==> config.mk <==
export PLATFORM = sky130hd
export DESIGN_NAME = prr_slot_mem
export DESIGN_NICKNAME = d
export VERILOG_FILES = /design/src/rtl/prr_pkg.sv /design/src/rtl/prr_slot_mem.sv
export SDC_FILE = /design/constraint.sdc
export NUM_CORES = 1
export LEC_CHECK = 0
export ABC_AREA = 1
export BUFFER_PORTS_ARGS = -buffer_cell sky130_fd_sc_hd__buf_4
export CORE_MARGIN = 5
export CORE_UTILIZATION = 59
export CTS_CLUSTER_SIZE = 12
export DETAILED_ROUTE_END_ITERATION = 6
export PLACE_DENSITY = 0.82
export SKIP_CTS_REPAIR_TIMING = 1
export SYNTH_ARGS = -nofsm -noshare
export SYNTH_HDL_FRONTEND = slang
export SYNTH_SLANG_ARGS = --single-unit
==> constraint.sdc <==
create_clock -name clk -period 1.6 [get_ports clk]
set_input_delay 0 -clock clk [delete_from_list [all_inputs] [get_ports clk]]
set_output_delay 0 -clock clk [all_outputs]
set_load 0.005 [all_outputs]
==> src/rtl/prr_pkg.sv <==
// prr_pkg: shared types and constants for the priority round-robin scheduler.
// No dependencies; every other file in rtl/ refers to it by scoped names.
package prr_pkg;

    localparam int MODE_W    = 3;
    localparam int TID_W     = 4;
    localparam int PRIO_W    = 2;
    localparam int FLAGS_W   = 2;
    localparam int MS_W      = 16;
    localparam int SLICE_W   = 8;
    localparam int TPS_W     = 10;
    localparam int SLEEP_W   = 16;
    localparam int TICK_W    = 32;
    localparam int PROD_W    = MS_W + TPS_W;
    localparam int CFG_IDX_W = 2;
    localparam int CFG_DAT_W = 16;

    localparam logic [MODE_W-1:0] MODE_TICK      = 3'd0;
    localparam logic [MODE_W-1:0] MODE_SCHED     = 3'd1;
    localparam logic [MODE_W-1:0] MODE_CREATE    = 3'd2;
    localparam logic [MODE_W-1:0] MODE_SLEEP     = 3'd3;
    localparam logic [MODE_W-1:0] MODE_SET_STATE = 3'd4;

    localparam logic [CFG_IDX_W-1:0] REG_SLICE_LENGTH  = 2'd0;
    localparam logic [CFG_IDX_W-1:0] REG_TICKS_PER_SEC = 2'd1;

    localparam logic [SLICE_W-1:0] SLICE_RESET   = 8'd5;
    localparam logic [TPS_W-1:0]   TPS_RESET     = 10'd100;
    localparam logic [TPS_W-1:0]   MS_PER_SECOND = 10'd1000;
    localparam logic [SLEEP_W-1:0] SLEEP_MAX     = 16'hFFFF;
    localparam logic [SLEEP_W-1:0] SLEEP_MIN     = 16'd1;
    localparam logic [FLAGS_W-1:0] FLAG_SLEEPING = 2'b01;

    typedef struct packed {
        logic                 valid;
        logic [PRIO_W-1:0]    prio;
        logic [FLAGS_W-1:0]   flags;
        logic [SLEEP_W-1:0]   sleep_left;
    } slot_t;

    typedef struct packed {
        logic clear;
        logic eval;
        logic commit;
    } pick_ctl_t;

endpackage

==> src/rtl/prr_slot_mem.sv <==
// prr_slot_mem: task slot table, one write and one registered read per cycle.
// Per-entry written bits make never-written slots read as all zero. Uses prr_pkg.
module prr_slot_mem #(
    parameter int NUM_TASKS = 16,
    localparam int AW = $clog2(NUM_TASKS)
) (
    input  logic            clk,
    input  logic            rst_n,
    input  logic            wr_en,
    input  logic [AW-1:0]   wr_addr,
    input  prr_pkg::slot_t  wr_data,
    input  logic            rd_en,
    input  logic [AW-1:0]   rd_addr,
    output prr_pkg::slot_t  rd_data
);

    prr_pkg::slot_t         mem [NUM_TASKS];
    logic [NUM_TASKS-1:0]   written_reg;
    prr_pkg::slot_t         rd_data_reg;
    logic                   rd_vld_reg;

    always_ff @(posedge clk)
    begin
        if (wr_en)
        begin
            mem[wr_addr] <= wr_data;
        end
        if (rd_en)
        begin
            rd_data_reg <= mem[rd_addr];
        end
    end

    always_ff @(posedge clk or negedge rst_n)
    begin
        if (!rst_n)
        begin
            written_reg <= '0;
            rd_vld_reg  <= 1'b0;
        end
        else
        begin
            if (wr_en)
            begin
                written_reg[wr_addr] <= 1'b1;
            end
            if (rd_en)
            begin
                rd_vld_reg <= written_reg[rd_addr];
            end
        end
    end

    assign rd_data = rd_vld_reg ? rd_data_reg : '0;

endmodule

=== Yosys cells after proc, flatten, opt, wreduce, memory -nomap -nowiden ===
Memories as Yosys holds them, arrays and structs flattened. A register that Yosys moved wholly into a read port is not among the register bits.
Index checks and enable logic that the tools add are counted.

* Register bits after elaboration: 17
* Bits in writable memories: 336
* Input bits: 33
* Output and inout bits: 21
* Logic and storage cells: 15
* Memories kept: 1

{| class="wikitable"
|+ Memories
! name !! depth !! width !! rd ports !! clocked after memory_dff !! write ports !! line !! RTL
|-
| mem || 16 || 21 || 1 || 1 || 1 || prr_slot_mem.sv:17 || <nowiki>prr_pkg::slot_t mem [NUM_TASKS];</nowiki>
|}

* Order comparisons: 3
* Multiplexer cells: 7
* Bitwise gates (word level): 1
* Reduce and logical (&&, ||, !) cells: 1

{| class="wikitable"
|+ Operators with widths
! cell !! number
|-
| $mux W21 || 1
|-
| $or A16 B16 Y16 || 1
|-
| $lt A4 B5 Y1 const B || 2
|-
| $bmux W1 S4 || 1
|-
| $demux W1 S4 || 1
|-
| $ge A4 B1 Y1 const B || 1
|-
| $mux W1 || 4
|-
| $logic_and A1 B1 Y1 || 1
|}

=== Logic depth before layout (Yosys ltp) ===
* Depth after elaboration: 5
* Gate-level depth with buffers: 11
* Gate-level depth less buffers: 9

=== Worst setup path before layout ===
No wires, ideal clock.

* Path type: input to register
* Start point: input wr_addr[2]
* End point: memory mem[4][0] (netlist name) (enable)
* Library setup time: 399 ps
* Arrival: 1125 ps
* Data required time: 1201 ps
* Path slack: 76 ps
* Stages: 4
* Buffers on the path: 0
* Cell sequence: inv_1 -> nor2_1 -> nand2_1 -> nor2_1

{| class="wikitable"
|+ RTL lines
! element !! line !! RTL
|-
| start, declared || prr_slot_mem.sv:10 || <nowiki>input logic [AW-1:0] wr_addr,</nowiki>
|-
| end, declared || prr_slot_mem.sv:17 ||
|}

Straight into the memory's write port.

==> flow_metrics.env <==
export IMPL_cpMaxStageDelayCell="dfrtp_2"
export IMPL_gp_congestion=0.8078
export IMPL_cts_root_buf="clkbuf_16"
export IMPL_viasPerCell=6.175
export IMPL_p_leak_uw=0.005948
export IMPL_drive_gt1_frac=0.1407
export IMPL_synth_avg_cell_area_sq_um=12.93
export IMPL_ys_types=17
export IMPL_powerDensity_mw_per_mm2=1206
export IMPL_rows=57
export IMPL_tritoncts="yes"
export IMPL_drt_wl_total_microns=35250
export IMPL_design_die_area_sq_mm=0.02826
export IMPL_syn_num_nets=1174
export IMPL_die_h_microns=168.1
export IMPL_first_global_vias=9474
export IMPL_overflow=0
export IMPL_cp_buffers_inverters=3
export IMPL_largest_register_ffs=336
export IMPL_max_stage_delay_ns=0.51
export IMPL_clkPwrFrac=0.389
export IMPL_cts_buffer_depth=3
export IMPL_num_io_pins=54
export IMPL_clkTransAtPathRegs_ns=0.06
export IMPL_layout_nets=1265
export IMPL_comb_power_share=0.072
export IMPL_ys_seq_area_frac=0.7557
export IMPL_r2r_start="mem[13][20]"
export IMPL_crit_path_frequent_cell="buf_4"
export IMPL_fillCellCount=1534
export IMPL_fmax_ghz=0.6608
export IMPL_drt_iter0_markers=1390
export IMPL_p_sw_frac=0.2131
export IMPL_r2r_cells=6
export IMPL_p_int_uw=16300
export IMPL_cts_sinks=374
export IMPL_ir_drop_mv=0.7677
export IMPL_numCtsBuffers=38
export IMPL_area_delta_synth_final_pct=16.47
export IMPL_grt_setup_unrepaired="no"
export IMPL_outcome="completed"
export IMPL_yosysWarningCount=0
export IMPL_reg2reg_setup_slack_ns=0.32
export IMPL_cap_violations=0
export IMPL_seq_power_share=0.539
export IMPL_timing_rr_end="rd_data_reg[20]"
export IMPL_crit_start="rd_vld_reg"
export IMPL_max_slew_margin_rel=0.4628
export IMPL_crit_chain="buf_4 > nand2_1 > inv_1 > buf_4"
export IMPL_min_period_ns=1.513
export IMPL_totalPowerFinal_uw=20720
export IMPL_drv_slew=0
export IMPL_critPathTopFamily="flip-flops"
export IMPL_dp_cells=1490
export IMPL_antenna_found_initial=0
export IMPL_start_util=0.6029
export IMPL_post_route_period_util=0.9459
export IMPL_ys_ff_latch=374
export IMPL_clock_latency_ns=0.53
export IMPL_vias=9726
export IMPL_critPathKind="flip-flop to output pin"
export IMPL_h_tree_depth=2
export IMPL_synthCells=1141
export IMPL_finalSetupViolCount=0
export IMPL_grt_pass1_wl_microns=54010
export IMPL_io_buffers=53
export IMPL_cp_endpoint="rd_data[13]"
export IMPL_coreArea_sq_mm=0.02446
export IMPL_instances_no_fill=1575
export IMPL_fin_worst_skew_ns=0.009951
export IMPL_hold_viol=0
export IMPL_crit_required_ns=1.60
export IMPL_die_x_microns=168.1
export IMPL_p_sw_uw=4414
export IMPL_max_slew_worst_pin_slew_ns=0.8031
export IMPL_drtPass1Iterations=6
export IMPL_path_max_fanout=8
export IMPL_critPathCaptureType="output pin"
export IMPL_wl_per_cell_microns=22.38
export IMPL_grt_start_max_net_pins=76
export IMPL_gr_usage_all_layers=0.2486
export IMPL_cp_num_cells=4
export IMPL_insertedDiodeCount=0
export IMPL_worstSetupStartpointType="flip-flop"
export IMPL_drt_antenna_violating_nets=0
export IMPL_cp_arrival_ns=1.51
export IMPL_hpwl_microns=18740
export IMPL_hold_class="primary input to flip-flop"
export IMPL_synth_cell_area_sq_mm=0.01475
export IMPL_route_detailed_drc=0
==> synth_stat cells <==
cell type  count  share of area
dfrtp_1       17          0.029
nor2_1       270          0.069
or2_2         16         0.0068
nand3_1       56          0.019
o211ai_1      84          0.043
o21ai_1       47          0.016
buf_1          9         0.0023
edfxtp_1     357           0.73
clkinv_1       1        0.00025
inv_2          1        0.00025
nand2_1       72          0.018
buf_2         17         0.0058
o21ai_0      121          0.041
buf_4          2         0.0010
buf_6          8         0.0061
clkbuf_1      36         0.0092
inv_1         27         0.0069
==> final cells by class <==
type	instances	area [sq um]	share of cell area
timing repair buffer	123	1224	0.07124
tap	324	405.4	0.02360
sequential	374	11150	0.6489
clock buffer	54	1095	0.06373
clock inverter	5	20.02	0.001165
multi-input combinational	666	3176	0.1849
inverter	29	111.4	0.006483
==> placed cells by master, fill, tap and decap left out, drive strengths merged <==
master       instances
nor2               270
nand2               72
or2                 16
clkinv               6
o211ai              84
buf                 98
clkbuf              54
o21ai              168
inv                 28
dlygate4sd3         25
edfxtp             357
nand3               56
dfrtp               17
==> per-layer routing <==
layer,vias to the layer above,wire length [microns],global-route usage
li1,4302,-,-
met1,4764,13040,0.3344
met2,560,17710,0.4137
met3,100,3220,0.04080
met4,0,1277,0.09421
met5,-,0,0
==> kinds of logic after synthesis <==
kind of cell	after synthesis	synth area share
flip-flops	374	0.7557
AO/OA/AOI/OAI	252	0.09976
buffers and inverters	101	0.03173
AND/OR/NAND/NOR	414	0.1128
==> power by group through the flow <==
| stage | sequential [uW] | clock (uW) | combinational (uW) |
|---|---|---|---|
| after floorplan | 11300 | 0 | 789 |
| after global placement | 11300 | 0 | 1340 |
| after detailed placement | 11400 | 0 | 1390 |
| after CTS | 11200 | 8140 | 1420 |
| after global routing | 11200 | 8560 | 1640 |
| final | 11200 | 8060 | 1490 |
==> per-stage QoR <==
stage | utilization | area (sq um) | worst slack [ns] | hold WS (ns) | TNS, ns
floorplan | - | 14750 | 0.07567 | -0.2956 | 0
global placement | 0.6461 | 15800 | 0.3053 | -0.1299 | 0
detailed placement | 0.6461 | 15800 | 0.2265 | -0.1278 | 0
CTS | 0.6916 | 16920 | -0.1275 | -0.6799 | -1.746
global route | 0.7022 | 17180 | 0.005479 | 0.2092 | 0
finish | 0.7022 | 17180 | 0.08659 | 0.1928 | 0
==> worst reg2reg max path, delay by kind of cell, from the launching register on <==
kind,cells,cell delay (ns)
compound gates,2,0.26
simple gates,4,0.41
flops,1,0.36
==> worst min-delay path by stage <==
stage	cells past startpoint	start	end	slack [ns]
2_1_floorplan	0	rst_n	rd_vld_reg	-0.30
3_3_place_gp	1	rst_n	written_reg[14]	-0.13
3_5_place_dp	1	rst_n	written_reg[14]	-0.13
4_1_cts	1	rst_n	written_reg[14]	-0.68
5_1_grt	5	rd_addr[2]	rd_data_reg[13]	0.21
6_report	5	rd_addr[1]	rd_data_reg[2]	0.19
Power figures use the tool's default switching activity.
