### src/rtl/prr_pkg.sv
// prr_pkg: shared types and constants for the priority round-robin scheduler.
// No dependencies; every other file in rtl/ refers to it by scoped names.
package prr_pkg;

    localparam int MODE_W    = 3;
    localparam int TID_W     = 4;
    localparam int PRIO_W    = 2;
    localparam int FLAGS_W   = 2;
    localparam int MS_W      = 16;
    localparam int SLICE_W   = 8;
    localparam int TPS_W     = 10;
    localparam int SLEEP_W   = 16;
    localparam int TICK_W    = 32;
    localparam int PROD_W    = MS_W + TPS_W;
    localparam int CFG_IDX_W = 2;
    localparam int CFG_DAT_W = 16;

    localparam logic [MODE_W-1:0] MODE_TICK      = 3'd0;
    localparam logic [MODE_W-1:0] MODE_SCHED     = 3'd1;
    localparam logic [MODE_W-1:0] MODE_CREATE    = 3'd2;
    localparam logic [MODE_W-1:0] MODE_SLEEP     = 3'd3;
    localparam logic [MODE_W-1:0] MODE_SET_STATE = 3'd4;

    localparam logic [CFG_IDX_W-1:0] REG_SLICE_LENGTH  = 2'd0;
    localparam logic [CFG_IDX_W-1:0] REG_TICKS_PER_SEC = 2'd1;

    localparam logic [SLICE_W-1:0] SLICE_RESET   = 8'd5;
    localparam logic [TPS_W-1:0]   TPS_RESET     = 10'd100;
    localparam logic [TPS_W-1:0]   MS_PER_SECOND = 10'd1000;
    localparam logic [SLEEP_W-1:0] SLEEP_MAX     = 16'hFFFF;
    localparam logic [SLEEP_W-1:0] SLEEP_MIN     = 16'd1;
    localparam logic [FLAGS_W-1:0] FLAG_SLEEPING = 2'b01;

    typedef struct packed {
        logic                 valid;
        logic [PRIO_W-1:0]    prio;
        logic [FLAGS_W-1:0]   flags;
        logic [SLEEP_W-1:0]   sleep_left;
    } slot_t;

    typedef struct packed {
        logic clear;
        logic eval;
        logic commit;
    } pick_ctl_t;

endpackage

### src/rtl/prr_pick.sv
// prr_pick: per-priority round-robin pick over one sweep of the slot table.
// Holds the last pick of each priority; depends on prr_pkg.
module prr_pick #(
    parameter int NUM_TASKS = 16,
    parameter int NUM_PRIO  = 4,
    localparam int AW = $clog2(NUM_TASKS)
) (
    input  logic                clk,
    input  logic                rst_n,
    input  prr_pkg::pick_ctl_t  ctl,
    input  prr_pkg::slot_t      slot,
    input  logic [AW-1:0]       slot_idx,
    output logic                found,
    output logic [AW-1:0]       idx
);

    logic [NUM_PRIO-1:0] aft_found_reg;
    logic [NUM_PRIO-1:0] wrp_found_reg;
    logic [AW-1:0]       aft_idx_reg [NUM_PRIO];
    logic [AW-1:0]       wrp_idx_reg [NUM_PRIO];
    logic [AW-1:0]       rr_reg      [NUM_PRIO];

    logic                slot_ready;
    logic [NUM_PRIO-1:0] cap_aft;
    logic [NUM_PRIO-1:0] cap_wrp;
    logic [NUM_PRIO-1:0] lane_found;
    logic [AW-1:0]       lane_idx [NUM_PRIO];
    logic [NUM_PRIO-1:0] win;
    logic                taken;

    always_comb
    begin
        slot_ready = ctl.eval && slot.valid && (slot.flags == '0);
        taken      = 1'b0;
        idx        = '0;
        for (int p = 0; p < NUM_PRIO; p++)
        begin
            cap_aft[p] = slot_ready && (int'(slot.prio) == p) && (slot_idx > rr_reg[p])
                         && !aft_found_reg[p];
            cap_wrp[p] = slot_ready && (int'(slot.prio) == p) && (slot_idx <= rr_reg[p])
                         && !wrp_found_reg[p];
            lane_found[p] = aft_found_reg[p] || wrp_found_reg[p];
            lane_idx[p]   = aft_found_reg[p] ? aft_idx_reg[p] : wrp_idx_reg[p];
            win[p]        = lane_found[p] && !taken;
            taken         = taken || lane_found[p];
            if (win[p])
            begin
                idx = lane_idx[p];
            end
        end
        found = taken;
    end

    always_ff @(posedge clk or negedge rst_n)
    begin
        if (!rst_n)
        begin
            aft_found_reg <= '0;
            wrp_found_reg <= '0;
            for (int p = 0; p < NUM_PRIO; p++)
            begin
                rr_reg[p] <= '0;
            end
        end
        else
        begin
            if (ctl.clear)
            begin
                aft_found_reg <= '0;
                wrp_found_reg <= '0;
            end
            else
            begin
                aft_found_reg <= aft_found_reg | cap_aft;
                wrp_found_reg <= wrp_found_reg | cap_wrp;
            end
            if (ctl.commit)
            begin
                for (int p = 0; p < NUM_PRIO; p++)
                begin
                    if (win[p])
                    begin
                        rr_reg[p] <= lane_idx[p];
                    end
                end
            end
        end
    end

    always_ff @(posedge clk)
    begin
        for (int p = 0; p < NUM_PRIO; p++)
        begin
            if (cap_aft[p])
            begin
                aft_idx_reg[p] <= slot_idx;
            end
            if (cap_wrp[p])
            begin
                wrp_idx_reg[p] <= slot_idx;
            end
        end
    end

endmodule

### config.mk
export PLATFORM = sky130hd
export DESIGN_NAME = prr_pick
export DESIGN_NICKNAME = d
export VERILOG_FILES = /design/src/rtl/prr_pkg.sv /design/src/rtl/prr_pick.sv
export SDC_FILE = /design/constraint.sdc
export NUM_CORES = 1
export LEC_CHECK = 0
export ABC_AREA = 0
export BUFFER_PORTS_ARGS = -buffer_cell sky130_fd_sc_hd__buf_2
export CORE_MARGIN = 4
export CORE_UTILIZATION = 40
export CTS_CLUSTER_SIZE = 20
export DETAILED_ROUTE_END_ITERATION = 10
export GPL_ROUTABILITY_DRIVEN = 0
export PLACE_DENSITY = 0.69
export SLEW_MARGIN = 20
export SYNTH_ARGS = -nofsm -noshare
export SYNTH_HDL_FRONTEND = slang
export SYNTH_SLANG_ARGS = --single-unit
### constraint.sdc
create_clock -name clk -period 2.4 [get_ports clk]
set_input_delay 0.24 -clock clk [delete_from_list [all_inputs] [get_ports clk]]
set_output_delay 0.24 -clock clk [all_outputs]
set_load 0.02 [all_outputs]
# Word-level counts from Yosys, hierarchy flattened
# Memories as Yosys holds them, arrays and structs flattened.
# Index checks and enable logic that the tools add are counted.
# W data, S select, Z words.
# totals
ram_bits	32
wordCells	120
inputBits	30
output_inout_bits	5
mem_bits_ro	0
ff_bits	24
latch_bits	0
mem_count	2
# mem_list
name	depth	width	read_ports	rd_clocked_by_memory_dff	write_ports	line	source
aft_idx_reg	4	4	4	0	1	prr_pick.sv:19	logic [AW-1:0] aft_idx_reg [NUM_PRIO];
wrp_idx_reg	4	4	4	0	1	prr_pick.sv:20	logic [AW-1:0] wrp_idx_reg [NUM_PRIO];
# op_classes
n_div	0
shifts	0
n_mux	44
multipliers	0
n_addsub	0
magnitude_cmp	8
n_eq_ne	3
bitwise	2
reduce_logical	55
# ops
operator	count
$mux W4	16
$logic_and A1 B1 Y1	25
$reduce_or A4 Y1	6
$mux W1	22
$gt A4 B4 Y1	4
$le A4 B4 Y1	4
$mux W2	6
$logic_not A1 Y1	11
$or A4 B4 Y4	2
$reduce_and A2 Y1	4
$logic_or A1 B1 Y1	7
$eq A2 B2 Y1 const B	2
$logic_not A2 Y1	2
$eq A2 B1 Y1 const B	1

# Longest topological paths before layout
# logic_depth
ltp_word	11
ltp_mapped	6
ltp_nobuf	6

# Worst setup path after synthesis
# Ideal clock, no wire load.
# synth_timing
path_type	register to output
startpoint	register aft_found_reg[1]
endpoint	output port idx[0]
n_path_buf	1
stages_incl_launch_ff	5
path_slack_ps	356
t_required_ps	2160
arrival_time_ps	1804
path_cell_list	dfrtp_1 -> buf_6 -> or4_4 -> nor4_4 -> mux2i_1
# synth_between
elab_chain_cells	6
word_cells_on_any_way	12
classes_between	4 x mux; 8 x reduce/logical
# synth_rtl
item	line	source
start: declaration	prr_pick.sv:17	logic [NUM_PRIO-1:0] aft_found_reg;
start signal: assignment	prr_pick.sv:74	aft_found_reg <= aft_found_reg | cap_aft;
$logic_or A1 B1 Y1	prr_pick.sv:42	lane_found[p] = aft_found_reg[p] || wrp_found_reg[p];
$logic_or A1 B1 Y1	prr_pick.sv:45	taken = taken || lane_found[p];
$logic_not A1 Y1 / $logic_or A1 B1 Y1 (equally long branches)	prr_pick.sv:44, prr_pick.sv:45	
$logic_and A1 B1 Y1 / $logic_not A1 Y1 (equally long branches)	prr_pick.sv:44	win[p] = lane_found[p] && !taken;
$mux W4 / $logic_and A1 B1 Y1 (equally long branches)	prr_pick.sv:46, prr_pick.sv:44	
$mux W4 *	prr_pick.sv:46	if (win[p])
end: declaration	prr_pick.sv:14	output logic [AW-1:0] idx
# Mark *: on every way between the ends. The rest lies on a longest branch, timed or not.

# Worst setup path after layout
# layout_timing
startpoint	register wrp_found_reg[1]
endpoint	output port idx[1]
# layout_between
elab_chain_cells	6
word_cells_on_any_way	11
classes_between	3 x mux; 8 x reduce/logical
# layout_rtl
item	line	source
start: declaration	prr_pick.sv:18	logic [NUM_PRIO-1:0] wrp_found_reg;
start signal: assignment	prr_pick.sv:75	wrp_found_reg <= wrp_found_reg | cap_wrp;
$logic_or A1 B1 Y1 *	prr_pick.sv:42	
$logic_or A1 B1 Y1	prr_pick.sv:45	
$logic_not A1 Y1 / $logic_or A1 B1 Y1 (equally long branches)	prr_pick.sv:44, prr_pick.sv:45	
$logic_and A1 B1 Y1 / $logic_not A1 Y1 (equally long branches)	prr_pick.sv:44	
$mux W4 / $logic_and A1 B1 Y1 (equally long branches)	prr_pick.sv:46, prr_pick.sv:44	
$mux W4 *	prr_pick.sv:46	
# Marks and branches as above.

==> parameters.txt <==
Parameter                              Value

Clock tree
  Inserted Clock Buffers    5
  Worst skew pair latency    310 ps
  Clock-pin slew on the worst setup and hold paths    100 ps
  Maximum level of the CTS H-tree    2
  Clock tree from TritonCTS    built
  Deepest clock path buffer count    2
  Count of clock tree sinks    56
  Root cell of the clock tree    sky130_fd_sc_hd__clkbuf_8

Place
  Dpl hpwl    4250 microns
  Placed Cells    323
  Count of buffers from port buffering    18
  Cell area reported after detailed placement    0.00295 sq mm

Timing
  Post-route clock skew    8.42 ps
  Fmax achieved    427 MHz
  Relative slew slack    0.622
  Final min period    2340 ps
  Number of slew-limit violations in the final report    0
  Slew at the pin with the worst max-slew slack    567 ps
  Final hold violations    0
  Final setup violation count    0
  Sum of negative setup slack    0 ps
  RSZ-0062 raised after global routing    false
  Final worst-path cycle share    0.975

Yosys
  Most used flip-flop cell after synthesis    sky130_fd_sc_hd__edfxtp_1
  Synthesized area per cell    12.2 sq um
  Number of synthesized register bits    56
  Yosys warns    0
  Post-synth EDFFs    32
  Share of the synthesized area in the top cell type    0.355
  Synth unique cells    38
  Cell type contributing the most total cell area after synthesis    sky130_fd_sc_hd__edfxtp_1
  Share of synthesized area occupied by flip-flops and latches    0.576
  Synthesized instance count    223
  Post-synthesis net count    269
  Synth async-reset ratio    0.429
  Combined area of all synthesized cells    0.00271 sq mm
  Top post-synthesis cells by area    sky130_fd_sc_hd__edfxtp_1 (35%), sky130_fd_sc_hd__dfrtp_1 (22%), sky130_fd_sc_hd__ha_1 (7.4%)

Worst setup path
  R2R Path Start    rr_reg[1]$_DFFE_PN0P_
  Setup Crit Path Kind    flip-flop to output pin
  Critical path launch point    wrp_found_reg[1]$_DFF_PN0_
  Worst path max stage delay    520 ps
  Cells along the critical path    or4_4 > nor4_4 > mux2_2 > buf_2
  Worst-path fanout max    6
  Critical path's slowest cell    sky130_fd_sc_hd__or4_4
  Data arrival time of the worst path    2100 ps
  Data required time at the worst endpoint    2160 ps
  Crit end category    output pin
  Type of element launching the critical path    flip-flop

Drt
  Number of detailed-route iterations in the first pass    4
  Violation count after the first detailed-routing iteration    117
  Remaining design rule violation count    0
  Number of nets still failing antenna checks after routing    0
  Total Wirelength    5670 microns
  Total number of vias    1827
  Drt wl/cell    17.1 microns
  Detailed-route vias per instance    5.50

Layout
  Non-Filler Instances    332
  Layout cells sized above 1    0.224
  Diode count    0
  FF+latch area    0.00156 sq mm
  Core Util, Final    0.473
  Area grow syn2layout    12.8%
  Final net count    300
  Area occupied by multi-input gates    0.00106 sq mm
  Filler instances    613
  Post-Layout Inst Area    0.00306 sq mm

Worst hold path
  Hold path startpoint    ctl[2]
  Min-delay worst type    input port to flip-flop

Pwr
  Leakage power figure    1.23 nW
  Worst IR drop on VDD    0.484 mV
  Power per cell area    646 mW/mm^2

Die
  Overall die height    90.3 microns
  Placeable core region    0.00646 sq mm
  Width of the chip    90.3 microns
  Die ar.    0.00816 sq mm
  Top-Level Pins    35
  Starting density of the core    0.420
  Site Rows    29

Global routing
  Global-route congestion overflow total    0
  All-layer global routing usage    0.145
  Initial antenna violation count    0
  Maximum number of pins on one net before global-route repair    25
  Vias in the first global route    1859
  Global-route wire length before repair    9270 microns

Flow run
  Max capacitance violation total    0

Status
  Status    completed
-- final timing paths --
check | slack [ps] | depth (start not counted) | to
min reg2reg | 490 | 2 | rr_reg[10]$_DFFE_PN0P_
max reg2reg | 460 | 6 | aft_idx_reg[3][2]$_DFFE_PP_
max in group asynchronous | 1550 | 2 | wrp_found_reg[1]$_DFF_PN0_
min in group asynchronous | 450 | 2 | rr_reg[10]$_DFFE_PN0P_
min | 200 | 2 | aft_found_reg[1]$_DFF_PN0_
max | 60 | 4 | idx[1]
-- routing by layer --
metal	track usage	up-vias	routed length [microns]
met5	0	-	0
met4	0.0472	0	104
met3	0.0308	8	253
met2	0.246	37	2790
met1	0.185	896	2520
li1	-	886	-
-- power breakdown --
group | switching (mW) | internal (mW) | leakage (nW) | total [mW]
clock | 0.293 | 0.231 | 0.0510 | 0.524
combinational | 0.196 | 0.141 | 0.578 | 0.337
sequential | 0.0321 | 1.08 | 0.600 | 1.12
total | 0.521 | 1.46 | 1.23 | 1.98
-- logic make-up (layout without fill, tap and decap cells) --
family | count (synthesis) | count (layout) | synth area share
compound gates | 48 | 48 | 0.110
fa+ha+maj | 16 | 16 | 0.0739
flops | 56 | 56 | 0.576
mux | 20 | 20 | 0.0799
simple gates | 60 | 60 | 0.123
buf+inv | 23 | 55 | 0.0365
-- metrics by stage --
stage / setup WS [ps] / hold WS (ps) / power, mW
CTS: 59.7 / 191 / 2.00
floorplan: 356 / -55.6 / 1.36
global route: 2.56 / 197 / 2.10
finish: 60.6 / 201 / 1.98
global placement: 343 / 258 / 1.46
detailed placement: 321 / 271 / 1.48
-- cell usage after synthesis (2+ instances only) --
master	n
sky130_fd_sc_hd__a22o_1	3
sky130_fd_sc_hd__ha_1	16
sky130_fd_sc_hd__nor3_1	5
sky130_fd_sc_hd__nand4_1	4
sky130_fd_sc_hd__a22oi_1	2
sky130_fd_sc_hd__nor3b_1	2
sky130_fd_sc_hd__dfrtp_1	24
sky130_fd_sc_hd__mux2_2	13
sky130_fd_sc_hd__o21ai_0	17
sky130_fd_sc_hd__o22ai_1	4
sky130_fd_sc_hd__nor2_1	16
sky130_fd_sc_hd__nor2b_1	7
sky130_fd_sc_hd__nand3b_1	5
sky130_fd_sc_hd__edfxtp_1	32
sky130_fd_sc_hd__nand3_1	2
sky130_fd_sc_hd__mux2i_1	7
sky130_fd_sc_hd__nand2_1	13
sky130_fd_sc_hd__o31ai_1	4
sky130_fd_sc_hd__a21oi_1	10
sky130_fd_sc_hd__inv_1	16
sky130_fd_sc_hd__o221ai_1	2
sky130_fd_sc_hd__clkbuf_1	3
-- area by class of cell --
type,instances,share of cell area
Tap cell,77,0.0315
Timing Repair Buffer,31,0.0622
Clock buffer,6,0.0270
Multi-Input combinational cell,144,0.345
Inverter,16,0.0196
Sequential cell,56,0.511
Clock inverter,2,0.00327
-- worst max-delay path, delay by kind of cell (launching register included) --
kind	cells	cell delay [ps]
buffers and inverters	1	170
flip-flops	1	460
multiplexers	1	380
AND/OR/NAND/NOR	2	780
-- timing repair --
item,CTS,global route
setup buffers,0,0
hold endpoints to repair,24,0
pin swaps,1,0
resized for setup,0,2
cloned,0,0
endpoints found under the setup margin,1,2
hold buffers,1,0
-- cells in the final DEF (no fill, tap or decap), types with 2 or more instances in the layout --
cell type	n
sky130_fd_sc_hd__o21ai_0	17
sky130_fd_sc_hd__clkbuf_8	6
sky130_fd_sc_hd__nand4_1	4
sky130_fd_sc_hd__nor2_1	16
sky130_fd_sc_hd__mux2i_1	7
sky130_fd_sc_hd__mux2_2	13
sky130_fd_sc_hd__a21oi_1	10
sky130_fd_sc_hd__edfxtp_1	32
sky130_fd_sc_hd__dfrtp_1	23
sky130_fd_sc_hd__ha_1	16
sky130_fd_sc_hd__o22ai_1	4
sky130_fd_sc_hd__buf_4	12
sky130_fd_sc_hd__a22oi_1	2
sky130_fd_sc_hd__o31ai_1	4
sky130_fd_sc_hd__o221ai_1	2
sky130_fd_sc_hd__buf_2	18
sky130_fd_sc_hd__inv_1	16
sky130_fd_sc_hd__nor3b_1	2
sky130_fd_sc_hd__a22o_1	3
sky130_fd_sc_hd__clkinv_2	2
sky130_fd_sc_hd__nor2b_1	7
sky130_fd_sc_hd__nand3b_1	5
sky130_fd_sc_hd__nand3_1	2
sky130_fd_sc_hd__nor3_1	5
sky130_fd_sc_hd__nand2_1	13
(Power assumes the default switching activity.)
